File: config.mk
export PLATFORM = sky130hd
export DESIGN_NAME = wheel_speed_and_gear_detector
export DESIGN_NICKNAME = d
export VERILOG_FILES = /design/src/sv/wsgd_pkg.sv /design/src/sv/wheel_speed_and_gear_detector.sv
export SDC_FILE = /design/constraint.sdc
export NUM_CORES = 2
export LEC_CHECK = 0
export ABC_AREA = 1
export BUFFER_PORTS_ARGS = -buffer_cell sky130_fd_sc_hd__clkbuf_2
export CAP_MARGIN = 40
export CELL_PAD_IN_SITES_DETAIL_PLACEMENT = 0
export CELL_PAD_IN_SITES_GLOBAL_PLACEMENT = 1
export CORE_MARGIN = 2
export CORE_UTILIZATION = 25
export DETAILED_ROUTE_END_ITERATION = 7
export GPL_ROUTABILITY_DRIVEN = 0
export GPL_TIMING_DRIVEN = 0
export PLACE_DENSITY = 0.51
export SLEW_MARGIN = 30
export SYNTH_ARGS = -nofsm -noshare
export SYNTH_HDL_FRONTEND = slang
export SYNTH_SLANG_ARGS = --single-unit
File: constraint.sdc
create_clock -name i_clk -period 14.4 [get_ports i_clk]
set_clock_uncertainty 0.1 [all_clocks]
set_input_delay 2.16 -clock i_clk [delete_from_list [all_inputs] [get_ports i_clk]]
set_output_delay 2.16 -clock i_clk [all_outputs]
set_load 0.02 [all_outputs]
File: src/sv/wsgd_pkg.sv
// Package with constants and codes shared by the wheel speed and gear detector.
`timescale 1ns / 1ps
`default_nettype none

package wsgd_pkg;

    // Timing limits in microseconds.
    localparam logic [31:0] MIN_GAP_US = 32'd200;
    localparam logic [31:0] TIMEOUT_US = 32'd100000;

    // Number of gear ratios that are searched, from first gear upwards.
    localparam int GEARS_USED = 6;
    localparam int GEAR_SLOTS = 6;

    // Speed is SPEED_SCALE divided by period times pulse constant.
    localparam int DIV_W = 27;
    localparam logic [DIV_W-1:0] SPEED_SCALE = 27'd100000000;
    localparam logic [15:0] SPEED_MAX = 16'hFFFF;

    // Gear search is skipped below these limits.
    localparam logic [15:0] LOW_SPEED_LIMIT = 16'd3;
    localparam logic [15:0] LOW_RPM_LIMIT   = 16'd800;
    localparam logic [6:0]  PCT_SCALE       = 7'd100;

    // Item operation codes.
    localparam logic OP_PULSE = 1'b0;
    localparam logic OP_EVAL  = 1'b1;

    // Configuration register indexes.
    localparam logic [2:0] REG_PPM   = 3'd0;
    localparam logic [2:0] REG_TOL   = 3'd1;
    localparam logic [2:0] REG_GEAR1 = 3'd2;

    // Configuration reset values.
    localparam logic [15:0] PPM_RESET = 16'd1665;
    localparam logic [6:0]  TOL_RESET = 7'd10;

    typedef logic [15:0] t_ratio_tab [GEAR_SLOTS];
    localparam t_ratio_tab GEAR_RESET = '{16'd3213, 16'd2334, 16'd2002,
                                          16'd1698, 16'd1518, 16'd1405};

endpackage

`default_nettype wire

File: src/sv/wheel_speed_and_gear_detector.sv
// Top level of the wheel speed and gear detector with its sequencer and shared multiplier.
`timescale 1ns / 1ps
`default_nettype none

// Channel   | Direction | Handshake                  | Words
// ----------+-----------+----------------------------+------------------------------------
// input     | in        | i_in_valid / o_in_stall    | operation, now_us, rpm, clutch
// result    | out       | o_out_valid / i_out_stall  | speed, gear_number
// config    | in        | i_cfg_we                   | i_cfg_index, i_cfg_wdata
//
// A pulse word is taken without a stall and gives no result. An evaluate word stalls the
// input until its result is loaded: straight to the load when no speed is measured, else
// a multiply, 27 divide steps, a gear check, the WANT, TOL and HUND steps for each gear
// tried (at most 6) and the load; the bit-serial divider and the shared 32x16 multiplier set this.
// Reset is synchronous and active low; no clearing pass is needed.
// A stalled result register holds its word and the finished evaluation waits for it.

module wheel_speed_and_gear_detector
    import wsgd_pkg::*;
(
    input  wire logic        i_clk,
    input  wire logic        i_rst_n,
    // Input channel.
    input  wire logic        i_in_valid,
    output logic             o_in_stall,
    input  wire logic        i_operation,
    input  wire logic [31:0] i_now_us,
    input  wire logic [15:0] i_engine_rpm,
    input  wire logic        i_clutch_pressed,
    // Result channel.
    output logic             o_out_valid,
    input  wire logic        i_out_stall,
    output logic [15:0]      o_speed,
    output logic [2:0]       o_gear_number,
    // Configuration port.
    input  wire logic        i_cfg_we,
    input  wire logic [2:0]  i_cfg_index,
    input  wire logic [15:0] i_cfg_wdata
);

    // Sequencer states.
    localparam logic [2:0] S_IDLE = 3'd0;
    localparam logic [2:0] S_MUL  = 3'd1;
    localparam logic [2:0] S_DIV  = 3'd2;
    localparam logic [2:0] S_GSEL = 3'd3;
    localparam logic [2:0] S_WANT = 3'd4;
    localparam logic [2:0] S_TOL  = 3'd5;
    localparam logic [2:0] S_HUND = 3'd6;
    localparam logic [2:0] S_DONE = 3'd7;

    localparam logic [4:0] DIV_LAST  = 5'(DIV_W - 1);
    localparam logic [2:0] GEAR_LAST = 3'(GEARS_USED - 1);

    // Control registers.
    logic [2:0]  r_state;
    logic        r_out_valid;
    logic [31:0] r_last_time;
    logic [31:0] r_period;
    logic        r_fresh;
    logic [15:0] r_ppm;
    logic [6:0]  r_tol;
    logic [15:0] r_ratio [GEAR_SLOTS];
    logic [4:0]  r_cnt;
    logic [2:0]  r_g;

    // Working and payload registers.
    logic [15:0]      r_rpm;
    logic             r_clutch;
    logic [47:0]      r_den;
    logic [DIV_W-1:0] r_rem;
    logic [DIV_W-1:0] r_quo;
    logic [15:0]      r_speed;
    logic [31:0]      r_want;
    logic [31:0]      r_diff;
    logic [38:0]      r_tolw;
    logic [2:0]       r_gear;
    logic [15:0]      r_out_speed;
    logic [2:0]       r_out_gear;

    // Handshake decode.
    logic        in_acc;
    logic        out_acc;
    logic [31:0] since_last;
    logic        load_out;

    assign o_in_stall  = (r_state != S_IDLE);
    assign in_acc      = i_in_valid && !o_in_stall;
    assign out_acc     = r_out_valid && !i_out_stall;
    assign since_last  = i_now_us - r_last_time;
    assign load_out    = (r_state == S_DONE) && (!r_out_valid || !i_out_stall);
    assign o_out_valid = r_out_valid;
    assign o_speed     = r_out_speed;
    assign o_gear_number = r_out_gear;

    // Shared multiplier and its operand selection.
    logic [31:0] mul_a;
    logic [15:0] mul_b;
    logic [47:0] mul_p;

    always_comb begin
        unique case (r_state)
            S_MUL: begin
                mul_a = r_period;
                mul_b = r_ppm;
            end
            S_WANT: begin
                mul_a = {16'd0, r_speed};
                mul_b = r_ratio[r_g];
            end
            S_TOL: begin
                mul_a = r_want;
                mul_b = {9'd0, r_tol};
            end
            S_HUND: begin
                mul_a = r_diff;
                mul_b = {9'd0, PCT_SCALE};
            end
            default: begin
                mul_a = r_period;
                mul_b = r_ppm;
            end
        endcase
    end

    assign mul_p = mul_a * mul_b;

    // One restoring divide step.
    logic [DIV_W:0]   rem_sh;
    logic             div_ge;
    logic [DIV_W-1:0] n_rem;
    logic [DIV_W-1:0] n_quo;
    logic [15:0]      n_speed;

    assign rem_sh = {r_rem, r_quo[DIV_W-1]};
    assign div_ge = {{(48 - DIV_W - 1){1'b0}}, rem_sh} >= r_den;
    always_comb begin
        n_rem = div_ge ? DIV_W'(rem_sh - r_den[DIV_W:0]) : rem_sh[DIV_W-1:0];
    end
    assign n_quo   = {r_quo[DIV_W-2:0], div_ge};
    assign n_speed = (|n_quo[DIV_W-1:16]) ? SPEED_MAX : n_quo[15:0];

    // Gear decision helpers; the hit compares the scaled error from the multiplier
    // in the current cycle against the tolerance product of the cycle before.
    logic [31:0] have;
    logic        gear_skip;
    logic        gear_hit;

    assign have      = {12'd0, r_rpm, 4'd0};
    assign gear_skip = r_clutch || (r_speed < LOW_SPEED_LIMIT) || (r_rpm < LOW_RPM_LIMIT);
    assign gear_hit  = (mul_p[38:0] <= r_tolw);

    // Sequencer, pulse state and configuration registers.
    always_ff @(posedge i_clk) begin
        if (!i_rst_n) begin
            r_state     <= S_IDLE;
            r_out_valid <= 1'b0;
            r_last_time <= 32'd0;
            r_period    <= 32'd0;
            r_fresh     <= 1'b0;
            r_ppm       <= PPM_RESET;
            r_tol       <= TOL_RESET;
            r_ratio     <= GEAR_RESET;
            r_cnt       <= 5'd0;
            r_g         <= 3'd0;
        end else begin
            // Configuration writes.
            if (i_cfg_we) begin
                if (i_cfg_index == REG_PPM) begin
                    r_ppm <= i_cfg_wdata;
                end
                if (i_cfg_index == REG_TOL) begin
                    r_tol <= i_cfg_wdata[6:0];
                end
                for (int g = 0; g < GEAR_SLOTS; g++) begin
                    if (i_cfg_index == 3'(REG_GEAR1 + 3'(g))) begin
                        r_ratio[g] <= i_cfg_wdata;
                    end
                end
            end

            // Result register.
            if (load_out) begin
                r_out_valid <= 1'b1;
            end else if (out_acc) begin
                r_out_valid <= 1'b0;
            end

            unique case (r_state)
                S_IDLE: begin
                    if (in_acc) begin
                        if (i_operation == OP_PULSE) begin
                            if (since_last >= MIN_GAP_US) begin
                                r_period    <= since_last;
                                r_last_time <= i_now_us;
                                r_fresh     <= 1'b1;
                            end
                        end else begin
                            r_fresh <= 1'b0;
                            if (r_fresh && (since_last <= TIMEOUT_US)) begin
                                r_state <= S_MUL;
                            end else begin
                                r_state <= S_DONE;
                            end
                        end
                    end
                end
                S_MUL: begin
                    r_cnt   <= 5'd0;
                    r_state <= S_DIV;
                end
                S_DIV: begin
                    r_cnt <= r_cnt + 5'd1;
                    if (r_cnt == DIV_LAST) begin
                        r_state <= S_GSEL;
                    end
                end
                S_GSEL: begin
                    r_g     <= 3'd0;
                    r_state <= gear_skip ? S_DONE : S_WANT;
                end
                S_WANT: begin
                    r_state <= S_TOL;
                end
                S_TOL: begin
                    r_state <= S_HUND;
                end
                S_HUND: begin
                    r_state <= S_DONE;
                    if (!gear_hit && (r_g != GEAR_LAST)) begin
                        r_g     <= r_g + 3'd1;
                        r_state <= S_WANT;
                    end
                end
                S_DONE: begin
                    if (load_out) begin
                        r_state <= S_IDLE;
                    end
                end
                default: begin
                    r_state <= S_IDLE;
                end
            endcase
        end
    end

    // Datapath registers; these carry no reset.
    always_ff @(posedge i_clk) begin
        unique case (r_state)
            S_IDLE: begin
                r_rpm    <= i_engine_rpm;
                r_clutch <= i_clutch_pressed;
                r_speed  <= 16'd0;
                r_gear   <= 3'd0;
                r_rem    <= '0;
                r_quo    <= SPEED_SCALE;
            end
            S_MUL: begin
                r_den <= mul_p;
            end
            S_DIV: begin
                r_rem <= n_rem;
                r_quo <= n_quo;
                if (r_cnt == DIV_LAST) begin
                    r_speed <= n_speed;
                end
            end
            S_GSEL: begin
                r_gear <= 3'd0;
            end
            S_WANT: begin
                r_want <= mul_p[31:0];
            end
            S_TOL: begin
                r_tolw <= mul_p[38:0];
                r_diff <= (have > r_want) ? (have - r_want) : (r_want - have);
            end
            S_HUND: begin
                // The first gear within tolerance ends the search.
                if (gear_hit) begin
                    r_gear <= r_g + 3'd1;
                end
            end
            S_DONE: begin
                r_gear <= r_gear;
            end
            default: begin
                r_gear <= r_gear;
            end
        endcase
        if (load_out) begin
            r_out_speed <= r_speed;
            r_out_gear  <= r_gear;
        end
    end

    // Checks on the sequencer and the pulse state.
    property p_fresh_set;
        @(posedge i_clk) disable iff (!i_rst_n)
        (in_acc && (i_operation == OP_PULSE) && (since_last >= MIN_GAP_US)) |=> r_fresh;
    endproperty
    a_fresh_set: assert property (p_fresh_set) else $error("fresh flag not set by pulse");

    property p_fresh_clr;
        @(posedge i_clk) disable iff (!i_rst_n)
        (in_acc && (i_operation == OP_EVAL)) |=> !r_fresh;
    endproperty
    a_fresh_clr: assert property (p_fresh_clr) else $error("fresh flag not cleared");

    property p_gear_range;
        @(posedge i_clk) disable iff (!i_rst_n)
        o_out_valid |-> (o_gear_number <= 3'(GEARS_USED));
    endproperty
    a_gear_range: assert property (p_gear_range) else $error("gear out of range");

    property p_gear_speed;
        @(posedge i_clk) disable iff (!i_rst_n)
        (o_out_valid && (o_gear_number != 3'd0)) |-> (o_speed >= LOW_SPEED_LIMIT);
    endproperty
    a_gear_speed: assert property (p_gear_speed) else $error("gear given at low speed");

endmodule

`default_nettype wire

; Word level (Yosys, flattened, before mapping)
; Cells that the tools add are included.
[word_totals]
regBits = 456
in_bits = 74
output_inout_bits = 21
wordCells = 132
[classes]
add_sub_neg = 6
n_mul = 1
order_cmp = 8
eq_ne = 22
mux = 29
bitwise = 2
reduce_logical = 37
[ops]
columns = operator, n
row1 = $pmux 27 s2, 2
row2 = $pmux 32 s3, 1
row3 = $mux 16, 4
row4 = $bmux 16 s3, 1
row5 = $ge 28x48->1, 1
row6 = $mul 32x16->48, 1
row7 = $pmux 16 s3, 1
row8 = $le 39x39->1, 1
row9 = $ge 32x8->1 const B, 1
row10 = $gt 20x32->1, 1
row11 = $le 32x17->1 const B, 1
row12 = $mux 32, 1
row13 = $pmux 16 s2, 1
row14 = $sub 20x32->32, 1
row15 = $sub 32x20->32, 1
row16 = $sub 32x32->32, 1
row17 = $mux 27, 1
row18 = $sub 27x27->27, 1
row19 = $eq 3x3->1 const B, 8
row20 = $pmux 3 s8, 1
row21 = $reduce_and 2->1, 11
row22 = $mux 3, 7
row23 = $lt 16x10->1 const B, 1
row24 = $lt 16x2->1 const B, 1
row25 = 24 further kinds, 54

; Longest topological paths before layout
[depth]
ltp_word = 11
ltp_mapped = 48
mapped_depth_nobuf = 46

; Worst setup path after synthesis
; OpenSTA, ideal clock, no wires.
[synth_path]
path_kind = register -> register
startpoint = reg r_state[2]
endpoint = reg r_gear[0], enable pin
setup_time_ns = 0.334
t_arrival_ns = 9.900
t_required_ns = 13.966
setup_slack_ns = 4.066
stages_incl_launch_ff = 38
n_path_buf = 2
period_less_slack_ns = 10.334
path_cell_list = dfxtp_1 -> inv_1 -> nor2_1 -> clkbuf_1 -> a21oi_1 -> nand2_1 -> o21ai_0 -> inv_1 -> clkbuf_1 -> nand2_1 -> fa_1 -> fa_1 -> inv_1 -> fa_1 -> inv_1 -> fa_1 -> inv_1 -> fa_1 -> [... 2 more ...] -> inv_1 -> ha_1 -> nand2_1 -> nor2_1 -> nand4_1 -> o211ai_1 -> a21oi_1 -> o21ai_0 -> a21boi_0 -> xnor2_1 -> ha_1 -> nand2_1 -> nor3_1 -> nand4_1 -> nor4b_1 -> nand3_1 -> and2_1 -> o211ai_1
[synth_between]
elab_chain_len = 6
word_cells_on_any_way = 13
cone_classes = mul: 1 / order compare: 1 / eq/ne: 5 / mux: 2 / reduce/logical: 4
[synth_rtl]
columns = element, line_no
row1 = start: declaration, wheel_speed_and_gear_detector.sv:55  ; logic [2:0] r_state;
row2 = start signal: assignment, wheel_speed_and_gear_detector.sv:219  ; r_state <= gear_skip ? S_DONE : S_WANT;
row3 = $eq 3x3->1, wheel_speed_and_gear_detector.sv:101  ; unique case (r_state)
row4 = $pmux 32 s3 / $pmux 16 s3 (equally long branches), wheel_speed_and_gear_detector.sv:101
row5 = $mul 32x16->48 (*), wheel_speed_and_gear_detector.sv:125  ; assign mul_p = mul_a * mul_b;
row6 = named net mul_p[29], wheel_speed_and_gear_detector.sv:98  ; logic [47:0] mul_p;
row7 = $le 39x39->1 (*), wheel_speed_and_gear_detector.sv:150  ; assign gear_hit = (mul_p[38:0] <= r_tolw);
row8 = $ne 2x2->1 (no source line) (*), n/a
row9 = $reduce_and 2->1 (no source line) (*), n/a
row10 = end signal: assignment, wheel_speed_and_gear_detector.sv:280  ; r_gear <= r_g + 3'd1;
row11 = end signal: assignment, wheel_speed_and_gear_detector.sv:284  ; r_gear <= r_gear;
row12 = end signal: assignment, wheel_speed_and_gear_detector.sv:287  ; r_gear <= r_gear;
row13 = end: declaration, wheel_speed_and_gear_detector.sv:76  ; logic [2:0] r_gear;
; Mark *: on every way through the listed nets, which the timed path passes. The rest lies on a longest branch.
; A chain may end at the register's enable or synchronous reset.

; Worst setup path after layout
[layout_path]
startpoint = reg r_state[2]
endpoint = reg r_gear[1], enable pin
; Same word-level chain as after synthesis.

==> metrics <==
placed standard-cell area 45400 µm²; post-CTS setup buffers 0; Num CTS Buffers 57; Ports 95; worst hold-check path type reg -> reg; die area 170000 µm²; Max H-tree Level 2; Resize count post-CTS 0; ys async rst share 0; Max Root-Sink Buffers 3; Post-synth top flop edfxtp_1; Slew @ Worst Pin 0.897 ns; Mean Syn Cell Area 7.78 µm²; Req. time, crit path 14.66 ns; 1st-iter DRT viols 2466; FMAX 0.0814 GHz; fin crit period 12.29 ns; Worst path max stage delay 0.72 ns; first-pass iteration count of the detailed router 6; antenna-violating nets left 0; Critical Path Sink Type flip-flop; # port buffers 86; Final #Nets 6291; # DRC 0; gr usage total 0.191; Avg WL per Cell 20.8 µm; Area Overhead vs Synth 13.8%; HPWL Detailed 133000 µm; root buffer cell clkbuf_16; routed vias 35200; Clock Latency Late Sink 0.70 ns; largest net degree at the start of global routing 42; Critical Path Start Type flip-flop; relative slew slack 0.402; final hold viol count 0; status complete, no violations; most used cell, CP inv_1; vias per cell 4.52; Yosys top cell by area fa_1; slowest CP cell clkbuf_1; TritonCTS Sinks 456; FF+latch count, synth 456; Starting Density 0.252; clock transition at the registers of the reported paths 0.06 ns; share of post-route cells with drive strength above 1 0.0555; core area 165000 µm²; final setup fails 0; Rows 149; Arrival @ worst endpoint 12.55 ns; CP Max Fanout 10; final wirelength 161000 µm; synth top area cells fa_1 20%, edfxtp_1 19%, nand2_1 11%; FF-to-FF setup slack 2.11 ns; first-pass GRT wire length 240000 µm; register area share after synthesis 0.282; Final TNS setup 0 ns; grt total ovfl 0; Synth Cell Area 41700 µm²; worst setup path class reg -> reg; most common cell in the netlist nand2_1; RSZ-0062 raised after global routing false; antenna violations before repair 2; synth warn 0; final worst-path cycle share 0.853; share of the synthesized area in the top cell type 0.202; Post-synth top cells 1187 x nand2_1, 997 x inv_1, 788 x nor2_1; vias in the first global route 36300; Max Cap Viol 0; Unique masters post-synth 56; die height 412 µm; cell count after synthesis 5356; Slew Limit Fails 0; hold buffers post-CTS 0; post-route design area 47400 µm²; EDFF count, synth 260; TritonCTS clock tree done; syn_nets 6105; Die X 412 µm
==> through the flow <==
| stage | setup slack [ns] | utilization | std cells | hold slack (ns) |
|---|---|---|---|---|
| after floorplan | 4.07 | - | 5356 | 0.300 |
| after global placement | -2.37 | 0.271 | 7631 | 0.311 |
| after detailed placement | 2.25 | 0.275 | 7667 | 0.311 |
| after CTS | 2.21 | 0.287 | 7772 | 0.333 |
| after global routing | 1.25 | 0.287 | 7777 | 0.354 |
| final | 2.11 | 0.287 | 7778 | 0.329 |
==> layout by cell type (no fill, tap or decap), drive strengths merged, types with 49 or more instances in the layout <==
cell type and n:
a21oi 234, buf 79, clkbuf 296, dfxtp 196, edfxtp 260, fa 421, ha 254, inv 1002
nand2 1189, nand3 126, nand4 66, nor2 793, o21ai 262, xnor2 49, xor2 81
==> critical path: cells and delay by family, from the launching register on <==
| family | cells | cell delay [ns] |
|---|---|---|
| DFF | 1 | 0.49 |
| buffers and inverters | 11 | 2.15 |
| xor gates and xnor gates | 1 | 0.45 |
| adders and majority gates | 8 | 3.82 |
| and+or+nand+nor | 12 | 3.13 |
| AOI/OAI and AO/OA | 5 | 1.81 |
==> per-layer routing <==
layer / track usage / vias to the layer above / wire (µm)
met4: 0.0492 / 2 / 4290
met1: 0.259 / 17200 / 74100
met5: 0 / - / 51
met3: 0.0330 / 170 / 8520
li1: - / 17000 / -
met2: 0.313 / 750 / 74400
==> worst paths after layout <==
check             start          endpoint  cells after the start
max reg2reg  r_state[2]         r_gear[1]                     37
max          r_state[2]         r_gear[1]                     37
min reg2reg   r_gear[0]  o_gear_number[0]                      0
min           r_gear[0]  o_gear_number[0]                      0
==> registers in the layout (all words and copies together) (netlist names), 5 cells and up <==
name,flops
r_ratio,96
r_den,48
r_tolw,39
r_diff,32
r_last_time,32
r_period,32
r_want,32
r_quo,27
r_rem,27
o_speed,16
r_ppm,16
r_rpm,16
r_speed,16
r_tol,7
r_cnt,5
==> final cells by class <==
type | count | area [µm²]
diodes | 1 | 2.50
plain buffers | 182 | 802
clock buffers | 66 | 1490
clock inverters | 39 | 498
fillers | 18200 | 118000
inverters | 1021 | 3830
multi-input cells | 3697 | 25400
flip-flops and latches | 456 | 11700
well taps | 2189 | 2740
repair buffers | 127 | 911
==> cell families (layout without fill, tap and decap cells) <==
family                     Yosys count  count (layout)  share of synthesized area
buffers and inverters             1203            1435                      0.111
other                                0               1                          0
DFF                                456             456                      0.282
and+or+nand+nor                   2249            2249                      0.216
AOI/OAI and AO/OA                  643             643                     0.0855
adders and majority gates          675             675                      0.279
xor gates and xnor gates           130             130                     0.0273
Power is left out: the tool's default activity adds up to more than one toggle a clock period on the data nets, which glitch-free logic cannot reach.
